**src/hdl/pus_pkg.sv**
```systemverilog
`timescale 1ns / 1ps
// ----------------------------------------------------------------------------
// pus_pkg
// Types and constants shared by the power-up sequencer modules.
// ----------------------------------------------------------------------------
package pus_pkg;

  localparam int unsigned PHASE_W    = 4;
  localparam int unsigned TICK_W     = 10;
  localparam int unsigned HOLD_W     = 16;
  localparam int unsigned FAN_W      = 7;
  localparam int unsigned CFG_IDX_W  = 2;
  localparam int unsigned CFG_DATA_W = 16;

  // Register indexes on the config port
  localparam logic [CFG_IDX_W-1:0] CFG_TICK_MS        = 2'd0;
  localparam logic [CFG_IDX_W-1:0] CFG_SHORT_HOLD_MS  = 2'd1;
  localparam logic [CFG_IDX_W-1:0] CFG_DCDC_HOLD_MS   = 2'd2;
  localparam logic [CFG_IDX_W-1:0] CFG_FAN_TIMEOUT_MS = 2'd3;

  // Reset values of the config registers
  localparam logic [TICK_W-1:0] TICK_MS_RST        = 10'd10;
  localparam logic [HOLD_W-1:0] SHORT_HOLD_MS_RST  = 16'd50;
  localparam logic [HOLD_W-1:0] DCDC_HOLD_MS_RST   = 16'd100;
  localparam logic [HOLD_W-1:0] FAN_TIMEOUT_MS_RST = 16'd10000;

  localparam logic [FAN_W-1:0] FAN_ON_PCT  = 7'd100;
  localparam logic [FAN_W-1:0] FAN_OFF_PCT = 7'd0;

  typedef enum logic [PHASE_W-1:0] {
    PH_START    = 4'd0,
    PH_TSSI     = 4'd1,
    PH_PERIPH   = 4'd2,
    PH_ACCUM    = 4'd3,
    PH_MC_PRECH = 4'd4,
    PH_SDC      = 4'd5,
    PH_DCDC     = 4'd6,
    PH_PUMP     = 4'd7,
    PH_FAN      = 4'd8,
    PH_READY    = 4'd9
  } phase_e;

  // Latched enables plus the fan setpoint flag
  typedef struct packed {
    logic tssi;
    logic dcdc;
    logic motor;
    logic accum;
    logic front;
    logic imu;
    logic pump1;
    logic pump2;
    logic sdc;
    logic fan_high;
  } pus_en_t;

  // Status flags of one tick
  typedef struct packed {
    logic front_ctrl_seen;
    logic contactors_open;
    logic motor_ctrl_on;
    logic accum_running;
    logic fans_at_target;
  } pus_flags_t;

  typedef struct packed {
    logic [TICK_W-1:0] tick_ms;
    logic [HOLD_W-1:0] short_hold_ms;
    logic [HOLD_W-1:0] dcdc_hold_ms;
    logic [HOLD_W-1:0] fan_timeout_ms;
  } pus_cfg_t;

  typedef struct packed {
    phase_e  phase;
    pus_en_t en;
  } pus_res_t;

endpackage

```
**src/hdl/pus_step.sv**
```systemverilog
`timescale 1ns / 1ps
// ----------------------------------------------------------------------------
// pus_step
// Next-state logic for one tick: phase action, advance test, elapsed update.
// ----------------------------------------------------------------------------
module pus_step #(
  parameter int unsigned COUNTER_BITS = 16
) (
  input  pus_pkg::phase_e            phase_i,
  input  logic [COUNTER_BITS-1:0]    elapsed_i,
  input  pus_pkg::pus_en_t           en_i,
  input  pus_pkg::pus_flags_t        flags_i,
  input  pus_pkg::pus_cfg_t          cfg_i,
  output pus_pkg::phase_e            phase_o,
  output logic [COUNTER_BITS-1:0]    elapsed_o,
  output pus_pkg::pus_en_t           en_o
);
  import pus_pkg::*;

  localparam int unsigned CMP_W = (COUNTER_BITS > HOLD_W) ? COUNTER_BITS : HOLD_W;
  localparam int unsigned SUM_W = COUNTER_BITS + 1;

  logic [CMP_W-1:0] elapsed_x;
  logic             gt_short;
  logic             gt_dcdc;
  logic             gt_fan;
  logic             advance;
  logic [SUM_W-1:0] sum;

  // Strict threshold compares
  assign elapsed_x = CMP_W'(elapsed_i);
  assign gt_short  = elapsed_x > CMP_W'(cfg_i.short_hold_ms);
  assign gt_dcdc   = elapsed_x > CMP_W'(cfg_i.dcdc_hold_ms);
  assign gt_fan    = elapsed_x > CMP_W'(cfg_i.fan_timeout_ms);

  // Phase action and advance condition
  always_comb begin
    en_o    = en_i;
    advance = 1'b0;
    unique case (phase_i)
      PH_START: begin
        en_o    = '0;
        advance = gt_short;
      end
      PH_TSSI: begin
        en_o.tssi = 1'b1;
        advance   = gt_short;
      end
      PH_PERIPH: begin
        en_o.front = 1'b1;
        en_o.imu   = 1'b1;
        advance    = gt_short && flags_i.front_ctrl_seen;
      end
      PH_ACCUM: begin
        en_o.accum = 1'b1;
        advance    = flags_i.contactors_open;
      end
      PH_MC_PRECH: begin
        en_o.motor = 1'b1;
        advance    = flags_i.motor_ctrl_on;
      end
      PH_SDC: begin
        en_o.sdc = 1'b1;
        advance  = flags_i.accum_running;
      end
      PH_DCDC: begin
        en_o.dcdc = 1'b1;
        advance   = gt_dcdc;
      end
      PH_PUMP: begin
        en_o.pump1 = 1'b1;
        en_o.pump2 = 1'b1;
        advance    = gt_dcdc;
      end
      PH_FAN: begin
        en_o.fan_high = 1'b1;
        advance       = flags_i.fans_at_target || gt_fan;
      end
      default: begin
        // ready and unused codes: hold
        advance = 1'b0;
      end
    endcase
  end

  // Saturating elapsed counter, cleared on a phase change
  assign sum = {1'b0, elapsed_i} + SUM_W'(cfg_i.tick_ms);

  always_comb begin
    if (advance) begin
      phase_o   = phase_e'(phase_i + PHASE_W'(1));
      elapsed_o = '0;
    end else begin
      phase_o   = phase_i;
      elapsed_o = sum[COUNTER_BITS] ? '1 : sum[COUNTER_BITS-1:0];
    end
  end

endmodule

```
**src/hdl/power_up_sequencer_unit.sv**
```systemverilog
`timescale 1ns / 1ps
// ----------------------------------------------------------------------------
// power_up_sequencer_unit
// Low-voltage power-up sequencer, one status tick in, one phase/enable
// report out.
// ----------------------------------------------------------------------------
// Each accepted tick yields exactly one result in the next cycle, and a new
// tick can be taken every cycle: the whole step is one pass of logic from the
// phase, counter and enable registers into the result register, so the
// throughput is one tick per clock as long as the result side keeps taking
// results. The result register holds one report; input ready drops only
// while that report is waiting and is not being taken in the same cycle.
// Config writes are registered and should be made while no tick is in
// flight.
module power_up_sequencer_unit #(
  parameter int unsigned COUNTER_BITS = 16
) (
  input  logic                                clk_i,
  input  logic                                rst_ni,
  input  logic                                cfg_we_i,
  input  logic [pus_pkg::CFG_IDX_W-1:0]       cfg_index_i,
  input  logic [pus_pkg::CFG_DATA_W-1:0]      cfg_wdata_i,
  input  logic                                in_valid_i,
  output logic                                in_ready_o,
  input  logic                                front_ctrl_seen_i,
  input  logic                                contactors_open_i,
  input  logic                                motor_ctrl_on_i,
  input  logic                                accum_running_i,
  input  logic                                fans_at_target_i,
  output logic                                out_valid_o,
  input  logic                                out_ready_i,
  output logic [pus_pkg::PHASE_W-1:0]         phase_o,
  output logic                                tssi_en_o,
  output logic                                dcdc_en_o,
  output logic [pus_pkg::FAN_W-1:0]           fan_power_o,
  output logic                                motor_ctrl_en_o,
  output logic                                accum_en_o,
  output logic                                front_ctrl_en_o,
  output logic                                nav_pwr_en_o,
  output logic                                pumps_en_o,
  output logic                                shutdown_loop_en_o
);
  import pus_pkg::*;

  pus_cfg_t                cfg_q;
  phase_e                  phase_q;
  phase_e                  phase_d;
  logic [COUNTER_BITS-1:0] elapsed_q;
  logic [COUNTER_BITS-1:0] elapsed_d;
  pus_en_t                 en_q;
  pus_en_t                 en_d;
  pus_flags_t              flags;
  pus_res_t                res_q;
  logic                    out_valid_q;
  logic                    in_xfer;

  // Config registers
  always_ff @(posedge clk_i or negedge rst_ni) begin
    if (!rst_ni) begin
      cfg_q.tick_ms        <= TICK_MS_RST;
      cfg_q.short_hold_ms  <= SHORT_HOLD_MS_RST;
      cfg_q.dcdc_hold_ms   <= DCDC_HOLD_MS_RST;
      cfg_q.fan_timeout_ms <= FAN_TIMEOUT_MS_RST;
    end else if (cfg_we_i) begin
      unique case (cfg_index_i)
        CFG_TICK_MS:        cfg_q.tick_ms        <= cfg_wdata_i[TICK_W-1:0];
        CFG_SHORT_HOLD_MS:  cfg_q.short_hold_ms  <= cfg_wdata_i;
        CFG_DCDC_HOLD_MS:   cfg_q.dcdc_hold_ms   <= cfg_wdata_i;
        CFG_FAN_TIMEOUT_MS: cfg_q.fan_timeout_ms <= cfg_wdata_i;
        default: ;
      endcase
    end
  end

  // Input transfer whenever the result slot is free or draining
  assign in_ready_o = !out_valid_q || out_ready_i;
  assign in_xfer    = in_valid_i && in_ready_o;

  assign flags = '{
    front_ctrl_seen: front_ctrl_seen_i,
    contactors_open: contactors_open_i,
    motor_ctrl_on:   motor_ctrl_on_i,
    accum_running:   accum_running_i,
    fans_at_target:  fans_at_target_i
  };

  pus_step #(
    .COUNTER_BITS (COUNTER_BITS)
  ) u_step (
    .phase_i   (phase_q),
    .elapsed_i (elapsed_q),
    .en_i      (en_q),
    .flags_i   (flags),
    .cfg_i     (cfg_q),
    .phase_o   (phase_d),
    .elapsed_o (elapsed_d),
    .en_o      (en_d)
  );

  // Sequencer state
  always_ff @(posedge clk_i or negedge rst_ni) begin
    if (!rst_ni) begin
      phase_q   <= PH_START;
      elapsed_q <= '0;
      en_q      <= '0;
    end else if (in_xfer) begin
      phase_q   <= phase_d;
      elapsed_q <= elapsed_d;
      en_q      <= en_d;
    end
  end

  // Result register
  always_ff @(posedge clk_i or negedge rst_ni) begin
    if (!rst_ni) begin
      out_valid_q <= 1'b0;
    end else if (in_xfer) begin
      out_valid_q <= 1'b1;
    end else if (out_ready_i) begin
      out_valid_q <= 1'b0;
    end
  end

  always_ff @(posedge clk_i or negedge rst_ni) begin
    if (!rst_ni) begin
      res_q <= '0;
    end else if (in_xfer) begin
      res_q.phase <= phase_d;
      res_q.en    <= en_d;
    end
  end

  // Output fields
  assign out_valid_o        = out_valid_q;
  assign phase_o            = res_q.phase;
  assign tssi_en_o          = res_q.en.tssi;
  assign dcdc_en_o          = res_q.en.dcdc;
  assign fan_power_o        = res_q.en.fan_high ? FAN_ON_PCT : FAN_OFF_PCT;
  assign motor_ctrl_en_o    = res_q.en.motor;
  assign accum_en_o         = res_q.en.accum;
  assign front_ctrl_en_o    = res_q.en.front;
  assign nav_pwr_en_o       = res_q.en.imu;
  assign pumps_en_o         = res_q.en.pump1 & res_q.en.pump2;
  assign shutdown_loop_en_o = res_q.en.sdc;

endmodule

```
**config.mk**
```make
export PLATFORM = sky130hd
export DESIGN_NAME = power_up_sequencer_unit
export DESIGN_NICKNAME = d
export VERILOG_FILES = /design/src/hdl/pus_pkg.sv /design/src/hdl/pus_step.sv /design/src/hdl/power_up_sequencer_unit.sv
export SDC_FILE = /design/constraint.sdc
export NUM_CORES = 1
export LEC_CHECK = 0
export BUFFER_PORTS_ARGS = -buffer_cell sky130_fd_sc_hd__buf_4
export CAP_MARGIN = 0
export CORE_ASPECT_RATIO = 1.2
export CORE_MARGIN = 5
export CORE_UTILIZATION = 25
export CTS_BUF_LIST = sky130_fd_sc_hd__clkbuf_16
export DETAILED_ROUTE_END_ITERATION = 10
export PLACE_DENSITY = 0.44
export SYNTH_ARGS = -nofsm -noshare
export SYNTH_HDL_FRONTEND = slang
export SYNTH_SLANG_ARGS = --single-unit
```
**constraint.sdc**
```tcl
create_clock -name clk_i -period 3.05 [get_ports clk_i]
set_input_delay 0.61 -clock clk_i [delete_from_list [all_inputs] [get_ports clk_i]]
set_output_delay 0.61 -clock clk_i [all_outputs]
set_load 0.02 [all_outputs]
```
==> metrics list <==
- For the worst-skew pair, the clock arrives at the later sink with an insertion delay of roughly 330 ps.
- After layout, the minimum clock period comes to around 2700 ps.
- Residual overflow from global routing: 0
- IR drop worst, VDD: 0.000352 V
* Count of cell types in the netlist: between 50 and 60
- Clock tree synthesis found a total of 87 sinks.
* Top cells by count, synth: sky130_fd_sc_hd__dfrtp_1, sky130_fd_sc_hd__ha_1, sky130_fd_sc_hd__mux2_2
- The floorplan step defined a die boundary enclosing around 0.024 mm².
* Total wire length after detailed routing: between 10,000 and 15,000 µm
- Synthesis handed over a netlist of 497 instances.
- Count of input and output buffers: 44
- Slew at the pin with the worst max-slew slack: 650 ps
- Req. time, crit path: approximately 3300 ps
* Count of endpoints failing setup in the final report: 0
- Worst-case clock buffer depth: 2
* Boundary Pins: 49
- Mean cell area of the mapped netlist: 10.6 µm²
- Number of standard-cell rows in the floorplan: 58
- Clock slew at reported path FFs: ~60 ps
- In this run the horizontal extent of the chip is about 140 µm.
- At the worst endpoint, the arrival time is between 2000 and 3000 ps.
* Worst Path Max Fanout: 9
* Share of post-route cells with drive strength above 1: 0.262
- Number of vias per cell after detailed routing: between 4 and 5
- Final Util: 0.297
- Type of the worst min-delay path: in2async
- Effective utilization at floorplan: 0.253
- The worst setup path is captured at a flop.
- H-tree levels: 3
- Once the clock tree was built, the resizer swapped 0 gates to a different size.
- Via Count: around 3,800
- Crit path kind: reg2reg
* Main flop type after synthesis: sky130_fd_sc_hd__dfrtp_1
- Antenna cell count: 0
- Setup repair after global routing left no endpoint under its margin.
* Max-slew violation total from the final report: 0
- In the global route stage, overall resource usage came out at 0.114.
- The wire-length estimate of the detail-placed layout is 10,100 µm.
* Largest area contributor in the netlist: sky130_fd_sc_hd__dfrtp_1
* Filler instances: between 2,000 and 2,500
- Run status: complete, no violations
- Power consumption: between 5 and 6 mW
- F_max: between 300 and 400 MHz
- The number of antenna violations at the first check in global routing was 0.
* Hold violation total from the final report: 0
- Final routed DRC violation total: 0
- Leakage power summed over all cells: 2.95 nW
- The first global-routing pass estimated between 20,000 and 25,000 µm of wire.
- The die is 169 µm tall.
* Core Box Area: about 0.021 mm²
- The detail route stage leaves a number of antenna-violating nets equal to 0.
- Power spread over the standard cell area amounts to 814 mW/mm².
- TritonCTS built the clock tree.
- Average wire per cell in the routed design: roughly 16 µm
- Post CTS Setup Buffer Count: 0
- In this run the tightest slew margin relative to its limit is 0.565.
- CTS placed an instance of sky130_fd_sc_hd__clkbuf_16 at the clock tree root.
* Signed area change from the synthesized netlist to the final layout: 17.3%
* Post-CTS Hold Buffers: 0
- Of all flip-flops after synthesis, the portion carrying an async set or reset was 1.00.
* Flops & latches, synth: between 80 and 90
- Sum of negative setup slack: 0 ps
- EDFF count, synth: 0
- Fin Hold WS: 260 ps
- Vias in the first global route: between 3,000 and 4,000
* Post-layout nets: between 600 and 700
- Number of CTS-inserted buffers: 9
* Drt initial violations: 149
- Yosys Warn Count: 0
* Pre-Repair DR Iteration Count: 4
- Post-synthesis cell area: 0.00529 mm²
* Max-cap viol count: 0
* Largest clock skew in the final design: 5.92 ps
- Sort of element at the start of the critical path: flop
- sky130_fd_sc_hd__dfrtp_1 is the most common cell in the netlist.
- Yosys attributes the largest share of cell area to sky130_fd_sc_hd__dfrtp_1, sky130_fd_sc_hd__ha_1, sky130_fd_sc_hd__mux2_2, sky130_fd_sc_hd__dfstp_2, sky130_fd_sc_hd__inv_1.
- Register area share after synthesis: 0.415
- Pin count of the biggest net entering global routing: 51
- Area share of the largest cell type after synthesis: 0.350
- Final weighted congestion of routability-driven global placement: between 0.7 and 0.8
- Final clock period utilization by the worst path: 0.885
-- layout by cell type (no fill, tap or decap), types with 2 or more instances in the layout --
master	n
sky130_fd_sc_hd__a41o_1	2
sky130_fd_sc_hd__clkinv_1	2
sky130_fd_sc_hd__nand4_1	10
sky130_fd_sc_hd__nand2_1	25
sky130_fd_sc_hd__xnor2_1	6
sky130_fd_sc_hd__nand2b_1	5
sky130_fd_sc_hd__conb_1	4
sky130_fd_sc_hd__nor3_1	6
sky130_fd_sc_hd__o31ai_1	2
sky130_fd_sc_hd__clkinv_2	2
sky130_fd_sc_hd__inv_1	59
sky130_fd_sc_hd__and2_1	2
sky130_fd_sc_hd__nand3b_1	2
sky130_fd_sc_hd__a211o_1	5
sky130_fd_sc_hd__buf_4	50
sky130_fd_sc_hd__and3_1	4
sky130_fd_sc_hd__a22o_1	3
sky130_fd_sc_hd__dfrtp_1	74
sky130_fd_sc_hd__o22ai_1	2
sky130_fd_sc_hd__o21ai_0	24
sky130_fd_sc_hd__nor2b_1	5
sky130_fd_sc_hd__nand3_1	8
sky130_fd_sc_hd__nor2_1	23
sky130_fd_sc_hd__xor2_1	3
sky130_fd_sc_hd__o21a_1	5
sky130_fd_sc_hd__a21o_1	6
sky130_fd_sc_hd__o211ai_1	7
sky130_fd_sc_hd__a21oi_1	25
sky130_fd_sc_hd__mux2_2	59
sky130_fd_sc_hd__ha_1	62
sky130_fd_sc_hd__mux2i_1	2
sky130_fd_sc_hd__clkbuf_16	9
sky130_fd_sc_hd__a211oi_1	7
sky130_fd_sc_hd__nor4_1	2
sky130_fd_sc_hd__dfstp_2	13
sky130_fd_sc_hd__o2111ai_1	2
-- power breakdown --
| part | switching (mW) | internal, mW | total, mW | leakage, nW |
|---|---|---|---|---|
| clock | 0.439 | 0.537 | 0.977 | 0.133 |
| combinational | 1.22 | 1.05 | 2.26 | 1.78 |
| sequential | 0.333 | 1.48 | 1.81 | 1.04 |
| total | 1.99 | 3.07 | 5.05 | 2.95 |
-- metrics by stage --
step	std cells	worst slack, ps	area [µm²]
global placement	804	359	5950
detailed placement	804	314	5950
CTS	820	294	6210
floorplan	500	626	5300
global route	820	177	6210
finish	820	350	6210
-- sequential cells by signal (all words and copies together) (netlist names) --
signal and count:
accum_en_o 1, cfg_q 58, dcdc_en_o 1, elapsed_q 16, front_ctrl_en_o 1, motor_ctrl_en_o 1
out_valid_o 1, phase_o 4, res_q 2, shutdown_loop_en_o 1, tssi_en_o 1
-- cell type report --
class	instances	area [µm²]	area share
Clock inverter	7	32.5	0.00524
Tap cell	270	338	0.0544
Sequential cell	87	2190	0.353
Inverter	57	214	0.0345
Timing Repair Buffer	51	395	0.0637
Multi-Input combinational cell	339	2810	0.452
Clock buffer	9	225	0.0363
-- critical path, cell delays in order, from the launching register on --
cell	delay (ps)
sky130_fd_sc_hd__dfrtp_1	490
sky130_fd_sc_hd__ha_1	340
sky130_fd_sc_hd__nand4_1	240
sky130_fd_sc_hd__nor4_1	100
sky130_fd_sc_hd__o41a_1	340
sky130_fd_sc_hd__o32a_4	420
sky130_fd_sc_hd__a21oi_4	320
sky130_fd_sc_hd__mux2_4	330
-- metal layers --
layer  global-route usage  share of wire  vias to the layer above
li1                     -              -                     1860
met1                0.141           0.43                     1864
met2                0.197           0.51                       70
met3               0.0186          0.039                       18
met4               0.0438          0.026                        0
met5                    0              0                        -
-- worst paths after layout --
| path | startpoint | end | slack, ps | cells after the start |
|---|---|---|---|---|
| worst max-delay path | elapsed_q[10]$_DFFE_PN0P_ | phase_o[1]$_DFFE_PN0P_ | 350 | 7 |
| worst min-delay path | rst_ni | cfg_q[27]$_DFFE_PN0P_ | 260 | 1 |
| worst max register to register | elapsed_q[10]$_DFFE_PN0P_ | phase_o[1]$_DFFE_PN0P_ | 350 | 7 |
| worst min register to register | cfg_q[41]$_DFFE_PN0P_ | cfg_q[41]$_DFFE_PN0P_ | 500 | 1 |
| max in group asynchronous | rst_ni | cfg_q[18]$_DFFE_PN1P_ | 2080 | 2 |
| min in group clk_i | in_valid_i | out_valid_o$_DFFE_PN0P_ | 490 | 2 |
-- cell families after synthesis --
logic type / after synthesis / synth area share
compound gates: 104 / 0.139
xor+xnor: 9 / 0.0149
fa+ha+maj: 63 / 0.150
buf+inv: 74 / 0.0579
flops: 87 / 0.415
mux: 62 / 0.132
other cells: 1 / 0.000709
simple gates: 97 / 0.0906
No activity file was read; power rests on OpenSTA's default activity.
